File: config.mk
export PLATFORM = sky130hd
export DESIGN_NAME = tdh_mod
export DESIGN_NICKNAME = d
export VERILOG_FILES = /design/src/hw/rtl/tdh_pkg.sv /design/src/hw/rtl/tdh_mod.sv
export SDC_FILE = /design/constraint.sdc
export NUM_CORES = 1
export LEC_CHECK = 0
export ABC_AREA = 1
export BUFFER_PORTS_ARGS = -buffer_cell sky130_fd_sc_hd__buf_2
export CAP_MARGIN = 20
export CELL_PAD_IN_SITES_DETAIL_PLACEMENT = 2
export CELL_PAD_IN_SITES_GLOBAL_PLACEMENT = 2
export CORE_AREA = 2 2 125 127
export DETAILED_ROUTE_END_ITERATION = 8
export DIE_AREA = 0 0 127 129
export PLACE_DENSITY = 0.92
export SYNTH_ARGS = -nofsm -noshare
export SYNTH_HDL_FRONTEND = slang
export SYNTH_SLANG_ARGS = --single-unit
File: constraint.sdc
create_clock -name clock -period 9.6 [get_ports clock]
set_clock_uncertainty 0.15 [all_clocks]
set_input_delay 0.48 -clock clock [delete_from_list [all_inputs] [get_ports clock]]
set_output_delay 0.48 -clock clock [all_outputs]
set_load 0.1 [all_outputs]
File: src/hw/rtl/tdh_pkg.sv
// ============================================================================
// tdh_pkg: shared types and constants for the token de-duplication hash set
// Holds the controller state type and the fixed field widths used by the
// top level and by the iterative modulo unit.
// ============================================================================
package tdh_pkg;

   // Width of the table_size register and of the distinct counter.
   localparam int SIZE_W     = 11;
   // Width of the index returned with each result.
   localparam int IDX_W      = 10;
   // Width of the batch epoch tag kept with each slot.
   localparam int EPOCH_W    = 8;
   // Width of the folded hash.
   localparam int HASH_W     = 32;
   // Hash bits retired per cycle by the modulo unit.
   localparam int DIV_BITS   = 4;
   localparam int DIV_STEPS  = HASH_W / DIV_BITS;
   localparam int DIV_STEP_W = $clog2(DIV_STEPS);

   // Controller states of the top level.
   typedef enum logic [2:0] {
      ST_IDLE,
      ST_CLEAR,
      ST_DIV_GO,
      ST_DIV_WAIT,
      ST_READ,
      ST_CHECK
   } state_type;

endpackage

File: src/hw/rtl/tdh_mod.sv
// ============================================================================
// tdh_mod: iterative remainder unit for the hash
// Computes a 32-bit dividend modulo an 11-bit divisor by restoring division,
// four dividend bits per cycle.
// ============================================================================
module tdh_mod (
   input  logic                      clock,
   input  logic                      reset,
   input  logic                      start,
   input  logic [tdh_pkg::HASH_W-1:0] dividend,
   input  logic [tdh_pkg::SIZE_W-1:0] divisor,
   output logic                      done,
   output logic [tdh_pkg::SIZE_W-1:0] remainder
);

   logic                          run_ff, run_in;
   logic                          done_ff, done_in;
   logic [tdh_pkg::DIV_STEP_W-1:0] step_ff, step_in;
   logic [tdh_pkg::HASH_W-1:0]     num_ff, num_in;
   logic [tdh_pkg::SIZE_W-1:0]     rem_ff, rem_in;
   logic [tdh_pkg::SIZE_W-1:0]     div_ff, div_in;
   logic [tdh_pkg::SIZE_W:0]       partial;

   // Four restoring steps on the running remainder, most significant bit first.
   always_comb begin
      logic [tdh_pkg::SIZE_W:0] trial;
      partial = {1'b0, rem_ff};
      for (int k = 0; k < tdh_pkg::DIV_BITS; k++) begin
         trial = {partial[tdh_pkg::SIZE_W-1:0], num_ff[tdh_pkg::HASH_W-1-k]};
         if (trial >= {1'b0, div_ff}) begin
            partial = trial - {1'b0, div_ff};
         end else begin
            partial = trial;
         end
      end
   end

   // Next values of the iteration registers.
   always_comb begin
      run_in  = run_ff;
      done_in = 1'b0;
      step_in = step_ff;
      num_in  = num_ff;
      rem_in  = rem_ff;
      div_in  = div_ff;
      if (start) begin
         run_in  = 1'b1;
         step_in = '0;
         num_in  = dividend;
         rem_in  = '0;
         div_in  = divisor;
      end else if (run_ff) begin
         rem_in  = partial[tdh_pkg::SIZE_W-1:0];
         num_in  = num_ff << tdh_pkg::DIV_BITS;
         step_in = step_ff + 1'b1;
         if (step_ff == tdh_pkg::DIV_STEP_W'(tdh_pkg::DIV_STEPS - 1)) begin
            run_in  = 1'b0;
            done_in = 1'b1;
         end
      end
   end

   always_ff @(posedge clock) begin
      if (reset) begin
         run_ff  <= 1'b0;
         done_ff <= 1'b0;
      end else begin
         run_ff  <= run_in;
         done_ff <= done_in;
      end
      step_ff <= step_in;
      num_ff  <= num_in;
      rem_ff  <= rem_in;
      div_ff  <= div_in;
   end

   assign done      = done_ff;
   assign remainder = rem_ff;

endmodule

==> results of run 1 <==
cell families (layout without fill, tap and decap cells):
group                      count (synthesis)  after routing
DFF                                       59             59
adders and majority gates                 50             50
buffers and inverters                    110            172
xor gates and xnor gates                  33             33
AOI/OAI and AO/OA                         72             72
and+or+nand+nor                          380            380
layer usage:
layer	GRT usage [%]	vias up	part of all wire (%)
met5	0	-	0
met4	10.41	0	4.0
met3	4.657	47	4.0
met2	46.30	127	51
met1	29.14	2419	41
li1	-	2383	-
flip-flops by register name, indices dropped and copies added, names as in the netlist:
signal and flops:
run_ff 1, done 1, step_ff 3, num_ff 32, remainder 11, div_ff 11
critical path: cells and delay by family (launching register included):
family	cells	cell delay (ns)
compound gates	10	2.44
fa+ha+maj	5	1.87
buf+inv	5	0.46
flops	1	0.51
simple gates	22	3.08
layout make-up:
| class | count | area [sq um] | area share, % |
|---|---|---|---|
| inverters | 95 | 356.6 | 6.156 |
| clock inverters | 6 | 66.31 | 1.145 |
| clock buffers | 10 | 229.0 | 3.952 |
| well taps | 188 | 235.2 | 4.060 |
| multi-input cells | 535 | 2979 | 51.43 |
| repair buffers | 61 | 315.3 | 5.443 |
| flip-flops and latches | 59 | 1612 | 27.82 |
placed cells by master (no fill, tap or decap), types with 4 or more instances in the layout:
cell,instances
a21oi_1,35
buf_2,57
buf_4,4
clkbuf_16,9
dfxtp_1,16
edfxtp_1,43
fa_1,4
ha_1,46
inv_1,93
nand2_1,266
nand2_2,8
nand3_1,41
nand4_1,9
nor2_1,38
o21ai_0,16
o21ai_1,6
xnor2_1,12
xor2_1,21
cell usage after synthesis (all sizes together):
| cell type | number |
|---|---|
| nand4 | 10 |
| o211ai | 1 |
| or2 | 2 |
| xnor2 | 12 |
| a211oi | 1 |
| nor3b | 1 |
| nand3b | 3 |
| o21a | 1 |
| inv | 95 |
| edfxtp | 43 |
| a21oi | 36 |
| o2111ai | 1 |
| and2 | 1 |
| a22o | 2 |
| o21ai | 23 |
| nor2 | 40 |
| clkbuf | 8 |
| ha | 46 |
| dfxtp | 16 |
| xor2 | 21 |
| nand2 | 274 |
| o21bai | 3 |
| nand3 | 45 |
| a21boi | 2 |
| nor3 | 4 |
| o221ai | 1 |
| a21o | 1 |
| buf | 7 |
| fa | 4 |
final timing paths:
| kind | end | slack (ns) | cells after the start |
|---|---|---|---|
| hold reg to reg | step_ff[1] | 0.34 | 1 |
| setup reg to reg | remainder[5] | 0.98 | 42 |
| setup / recovery | remainder[5] | 0.98 | 42 |
| hold / removal | div_ff[10] | 0.16 | 1 |
stage by stage:
| step | hold WS, ns | worst slack (ns) | instances | util [%] | area, sq um |
|---|---|---|---|---|---|
| after CTS | 0.1508 | 1.068 | 953 | 38.63 | 5786 |
| final | 0.1577 | 0.9849 | 954 | 38.68 | 5793 |
| after detailed placement | 0.3280 | 1.293 | 937 | 36.66 | 5490 |
| after global placement | 0.3247 | 1.726 | 937 | 36.66 | 5490 |
| after global routing | 0.1552 | 0.2496 | 954 | 38.68 | 5793 |
| after floorplan | 0.3097 | 2.281 | 704 | - | 5026 |
==> metrics.csv, run 1 <==
stage,metric,value,unit
cts,clk_latency,0.35,ns
setup_path,cpMaxStageDelayCell,edfxtp_1,
die,io_pins,58,
route,drtPass1Iterations,4,
cts,clk_root_buffer_cell,clkbuf_16,
timing,rsz0062_at_grt,no,
yosys,synthMuxAreaShare,0,%
place,dp_hpwl,14440,microns
setup_path,startpoint,div_ff[0],
min_path,hold_start,divisor[10],
setup_path,setup.worst_path.start_class,flip-flop,
setup_path,critPathCaptureType,flip-flop,
min_path,hold_path.class,in -> reg,
yosys,synth-compound-area-share,8.290,%
cts,cts_sinks,59,
setup_path,r2r-start,div_ff[0],
timing,fin_tns_setup,0,ns
cts,clk_pin_slew,0.06,ns
cts,cts_tree,done,
yosys,synth_nets,800,
timing,setup_viol,0,
route,drtIter0Drc,242,
timing,drv_slew,0,
die,die_h,129,microns
cts,cts_buffers,9,
yosys,yosysSeqAreaShare,32.06,%
final_layout,drive_above_1_share,12.92,%
route,drc,0,
timing,fmax,116.1,MHz
global_routing,grt.overflow.total,0,
setup_path,critPathArrivalTime,8.69,ns
global_routing,grt_pass1_wl,31480,microns
timing,worst_pin_slew,0.5358,ns
yosys,synth-xor-area-share,5.751,%
die,coreArea,14980,sq um
final_layout,syn_to_final_growth,15.26,%
setup_path,cp_max_fo,19,
global_routing,antenna_found_initial,0,
die,die-area,16380,sq um
outcome,status,"complete, no violations",
die,start_util,33.56,%
route,routed_wirelength,19690,microns
yosys,synthCells,704,
setup_path,cpMostUsedCell,nand2_1,
yosys,yosysTopAreaCellShare,25.69,%
yosys,avgSynthCellArea,7.139,sq um
cts,htree_num_levels,3,
cts,cts_hold_buf,0,
route,detail-route-antenna-nets,0,
yosys,ys_ff_latch,59,
route,post_drt_wl_per_cell,20.64,microns
global_routing,first_global_vias,5699,
die,rows,45,
yosys,synth_top_family_by_area,simple AND/OR/NAND/NOR gates,
yosys,syn_area,5026,sq um
route,via_per_inst,5.216,
final_layout,nets,857,
timing,finalCritPeriodShare,89.74,%
timing,slew_headroom,64.19,%
cts,cts_resized,0,
route,vias,4976,
die,die_w,127,microns
global_routing,grt_max_degree,47,
job,maxCapViolCount,0,
yosys,synth_area_leaders,"edfxtp_1, nand2_1, ha_1",
place,io_buffers,57,
final_layout,fill_cells,1812,
setup_path,required,9.68,ns
place,place_congestion,0.8837,
yosys,synth.distinct_cells,43,
yosys,synth-simple-area-share,32.19,%
timing,fin_crit,8.615,ns
cts,cts_setup_buffers,0,
timing,finalHoldViolCount,0,
yosys,synth_adder_area_share,13.04,%
yosys,yosys_warnings,0,
setup_path,crit_path_max_incr_delay,0.51,ns
yosys,yosys.area.top_type,edfxtp_1,
cts,cts_max_path_buffers,2,
global_routing,grtUsageTotal,25.30,%
final_layout,diodes,0,
setup_path,critPathKind,reg -> reg,
Power of run 1 is left out: the tool's default activity adds up to more than one toggle a clock period on the data nets, which glitch-free logic cannot reach.
==> run 2, diff against run 1 <==
--- a/config.mk
+++ b/config.mk
@@ -13,6 +13,7 @@
 export CORE_AREA = 2 2 125 127
 export DETAILED_ROUTE_END_ITERATION = 8
 export DIE_AREA = 0 0 127 129
+export MAX_ROUTING_LAYER = met4
 export PLACE_DENSITY = 0.92
 export SYNTH_ARGS = -nofsm -noshare
 export SYNTH_HDL_FRONTEND = slang
==> metrics.csv, run 2 (synthesis results as in run 1) <==
stage,metric,value,unit
place,dp_hpwl,14440,microns
global_routing,antenna_found_initial,0,
route,drtIter0Drc,256,
final_layout,largest_reg_flops,32,
timing,setup_viol,0,
timing,holdWs,0.1572,ns
setup_path,cpMaxStageDelayCell,edfxtp_1,
die,die_h,129,microns
timing,finalCritPeriodShare,89.54,%
cts,cts_max_path_buffers,2,
cts,htree_num_levels,3,
timing,fmax,116.3,MHz
cts,clk_pin_slew,0.06,ns
route,top_layer_used,met4,
route,drc,0,
final_layout,diodes,0,
cts,cts_buffers,9,
global_routing,grt.overflow.total,0,
setup_path,critPathArrivalTime,8.67,ns
final_layout,fill_cells,1812,
cts,cts_resized,0,
timing,rsz0062_at_grt,no,
final_layout,drive_above_1_share,12.81,%
route,drtPass1Iterations,4,
route,via_per_inst,5.215,
cts,clk_root_buffer_cell,clkbuf_16,
job,maxCapViolCount,0,
final_layout,nets,856,
cts,cts_tree,done,
setup_path,setup.worst_path.start_class,flip-flop,
final_layout,final_cell_area,5786,sq um
die,start_util,33.56,%
setup_path,cp_max_fo,19,
route,wl_met1,8069,microns
setup_path,critPathKind,reg -> reg,
place,placedInstanceArea,5490,sq um
timing,finalHoldViolCount,0,
cts,clk_latency,0.35,ns
die,die_w,127,microns
global_routing,grt_pass1_wl,31450,microns
route,wl_met3,838,microns
cts,cts_hold_buf,0,
outcome,status,"complete, no violations",
final_layout,final_common_cell,nand2_1,
route,wl_met2,9976,microns
route,vias,4970,
cts,cts_sinks,59,
die,rows,45,
setup_path,required,9.68,ns
final_layout,final_cell_mix,"nand2_1, inv_1, buf_2",
final_layout,syn_to_final_growth,15.11,%
min_path,hold_path.class,in -> reg,
final_layout,top_register,num_ff,
setup_path,critPathCaptureType,flip-flop,
setup_path,crit_path_max_incr_delay,0.50,ns
place,place_congestion,0.8984,
timing,slew_headroom,29.28,%
cts,cts_setup_buffers,0,
timing,fin_tns_setup,0,ns
global_routing,grt_max_degree,47,
route,post_drt_wl_per_cell,20.62,microns
place,io_buffers,57,
global_routing,grtUsageTotal,26.04,%
global_routing,first_global_vias,5712,
route,routed_wirelength,19660,microns
timing,worst_pin_slew,1.057,ns
timing,fin_crit,8.596,ns
setup_path,cpMostUsedCell,nand2_1,
die,io_pins,58,
die,die-area,16380,sq um
die,coreArea,14980,sq um
route,detail-route-antenna-nets,0,
timing,drv_slew,0,
## run 2: cell types whose count changed in the layout (fill, tap and decap cells not counted), sizes merged
cell | previous run | this run
buf | 61 | 60
## run 2: final timing paths
check,slack (ns),startpoint,end,cells after the start
setup / recovery,1.00,div_ff[0],remainder[5],42
hold / removal,0.16,divisor[10],div_ff[10],1
setup reg to reg,1.00,div_ff[0],remainder[5],42
hold reg to reg,0.35,step_ff[1],step_ff[1],1
## run 2: routing by layer
metal / global-route usage [%] / up-vias
li1: - / 2379
met1: 29.19 / 2409
met2: 46.24 / 135
met3: 4.449 / 47
met4: 10.41 / 0
met5: - / -
## run 2: metrics by stage
step	utilization, %	std cells	worst slack, ns
CTS	38.63	953	1.068
detailed placement	36.66	937	1.293
finish	38.63	953	1.004
global placement	36.66	937	1.726
floorplan	-	704	2.281
global route	38.63	953	0.2499
## run 2: layout make-up
| cell class | instances | area [sq um] | area share, % |
|---|---|---|---|
| clock inverter | 6 | 66.31 | 1.146 |
| sequential | 59 | 1612 | 27.85 |
| timing repair buffer | 60 | 307.8 | 5.320 |
| inverter | 95 | 356.6 | 6.163 |
| clock buffer | 10 | 229.0 | 3.958 |
| tap | 188 | 235.2 | 4.066 |
| multi-input combinational | 535 | 2979 | 51.49 |
## run 2: worst max-delay path, delay by kind of cell, from the launching register on
kind | cells | cell delay (ns)
adders and majority gates | 5 | 1.88
DFF | 1 | 0.50
buffers and inverters | 5 | 0.47
and+or+nand+nor | 22 | 3.07
AOI/OAI and AO/OA | 10 | 2.43
Power of run 2 is left out for the same reason.
==> run 3, diff against run 2 <==
--- a/config.mk
+++ b/config.mk
@@ -10,9 +10,9 @@
 export CAP_MARGIN = 20
 export CELL_PAD_IN_SITES_DETAIL_PLACEMENT = 2
 export CELL_PAD_IN_SITES_GLOBAL_PLACEMENT = 2
-export CORE_AREA = 2 2 125 127
+export CORE_AREA = 2 2 149 107
 export DETAILED_ROUTE_END_ITERATION = 8
-export DIE_AREA = 0 0 127 129
+export DIE_AREA = 0 0 151 109
 export MAX_ROUTING_LAYER = met4
 export PLACE_DENSITY = 0.92
 export SYNTH_ARGS = -nofsm -noshare
==> constraint.sdc (replaced) <==
create_clock -name clock -period 8.12 [get_ports clock]
set_clock_uncertainty 0.15 [all_clocks]
set_input_delay 0.406 -clock clock [delete_from_list [all_inputs] [get_ports clock]]
set_output_delay 0.406 -clock clock [all_outputs]
set_load 0.1 [all_outputs]
==> metrics.csv, run 3 (synthesis results as in run 1) <==
stage,metric,value,unit
cts,clk_root_buffer_cell,clkbuf_16,
cts,cts_buffers,9,
timing,fmax,122.9,MHz
timing,setup_viol,1,
die,io_pins,58,
die,rows,38,
die,coreArea,15120,sq um
global_routing,grt.overflow.total,0,
setup_path,reg2regPathDepth,46,
setup_path,crit_path_max_incr_delay,0.43,ns
route,via_per_inst,5.458,
timing,worst_pin_slew,1.027,ns
timing,finalCritPeriodShare,100.2,%
final_layout,final_cell_mix,"nand2_1, inv_1, buf_2",
timing,setup_ws,-0.01432,ns
outcome,status,finished with violations,
cts,htree_num_levels,3,
setup_path,worstSetupEndpoint,remainder[1],
setup_path,cpMaxStageDelayCell,fa_1,
final_layout,nets,886,
route,drtPass1Iterations,4,
cts,cts_max_path_buffers,2,
setup_path,critical-path-top-delay-family,simple AND/OR/NAND/NOR gates,
final_layout,drive_above_1_share,20.38,%
timing,drv_slew,0,
setup_path,cp_max_fo,11,
die,die_w,151,microns
job,maxCapViolCount,0,
die,die-area,16460,sq um
die,start_util,33.24,%
final_layout,syn_to_final_growth,24.22,%
route,drtIter0Drc,347,
setup_path,worst-path-stages,46,
place,place_congestion,0.9182,
setup_path,path_buf_inv,10,
die,die_h,109,microns
global_routing,grtUsageTotal,29.62,%
cts,clk_latency,0.34,ns
final_layout,largest_reg_flops,32,
setup_path,cpMostUsedCell,nand2_1,
route,post_drt_wl_per_cell,24.66,microns
setup_path,critPathCaptureType,flip-flop,
timing,slew_headroom,31.30,%
route,vias,5442,
cts,cts_tree,done,
setup_path,r2r_end,remainder[1],
min_path,hold_path.class,in -> reg,
place,io_buffers,57,
cts,cts_hold_buf,0,
outcome,violations,negative setup slack,
global_routing,grt_pass1_wl,34560,microns
final_layout,final_common_cell,nand2_1,
place,placedInstanceArea,5565,sq um
setup_path,r2r_setup_slack,-0.01,ns
timing,fin_crit,8.134,ns
route,routed_wirelength,24580,microns
global_routing,antenna_found_initial,2,
setup_path,setup.worst_path.start_class,flip-flop,
route,drc,0,
cts,cts_sinks,59,
final_layout,top_register,num_ff,
setup_path,critPathKind,reg -> reg,
global_routing,first_global_vias,5811,
cts,clk_pin_slew,0.05,ns
place,dp_hpwl,17010,microns
timing,finalHoldViolCount,0,
final_layout,final_cell_area,6243,sq um
global_routing,grt_max_degree,47,
setup_path,required,8.17,ns
setup_path,startpoint,num_ff[31],
setup_path,r2r-start,num_ff[31],
route,detail-route-antenna-nets,0,
setup_path,critPathArrivalTime,8.19,ns
## run 3: worst min path at each step
stage / startpoint / to / slack [ns] / depth (start not counted)
finish: divisor[3] / div_ff[3] / 0.09 / 1
detailed placement: step_ff[2] / step_ff[2] / 0.34 / 1
floorplan: step_ff[1] / step_ff[1] / 0.31 / 1
global route: divisor[3] / div_ff[3] / 0.09 / 1
global placement: step_ff[1] / step_ff[1] / 0.32 / 1
CTS: divisor[3] / div_ff[3] / 0.1 / 1
## run 3: what timing repair did
| action | 4_1_cts | 5_1_grt |
|---|---|---|
| endpoints found under the setup margin | 11 | 11 |
| resized for setup | 16 | 42 |
| gates cloned | 2 | 2 |
| pin swaps | 3 | 8 |
| buffers inserted | 9 | 9 |
## run 3: layer usage
metal / track usage [%] / share of wire, % / up-vias
li1: - / - / 2453
met1: 36.14 / 41 / 2712
met2: 48.08 / 48 / 191
met3: 6.025 / 5.8 / 86
met4: 12.48 / 4.6 / 0
met5: - / 0 / -
## run 3: stage by stage
stage                     hold WS [ns]  setup TNS, ns  setup WS [ns]  instances  util, %
final                          0.09272       -0.01432       -0.01432        997    41.29
after global routing           0.08820         -2.697        -0.3069        996    41.28
after CTS                      0.09585              0       0.002268        984    39.62
after detailed placement        0.3374         -5.936        -0.6011        957    36.81
after global placement          0.3224              0         0.2012        957    36.81
after floorplan                 0.3097              0         0.8012        704        -
## run 3: cell type report
type | instances | area [sq um]
fill | 1748 | 8876
inverter | 95 | 361.6
tap | 200 | 250.2
timing repair buffer | 86 | 503.0
multi-input combinational | 539 | 3226
antenna | 2 | 5.005
sequential | 59 | 1612
clock inverter | 5 | 53.80
clock buffer | 11 | 232.7
Power of run 3 is left out for the same reason.
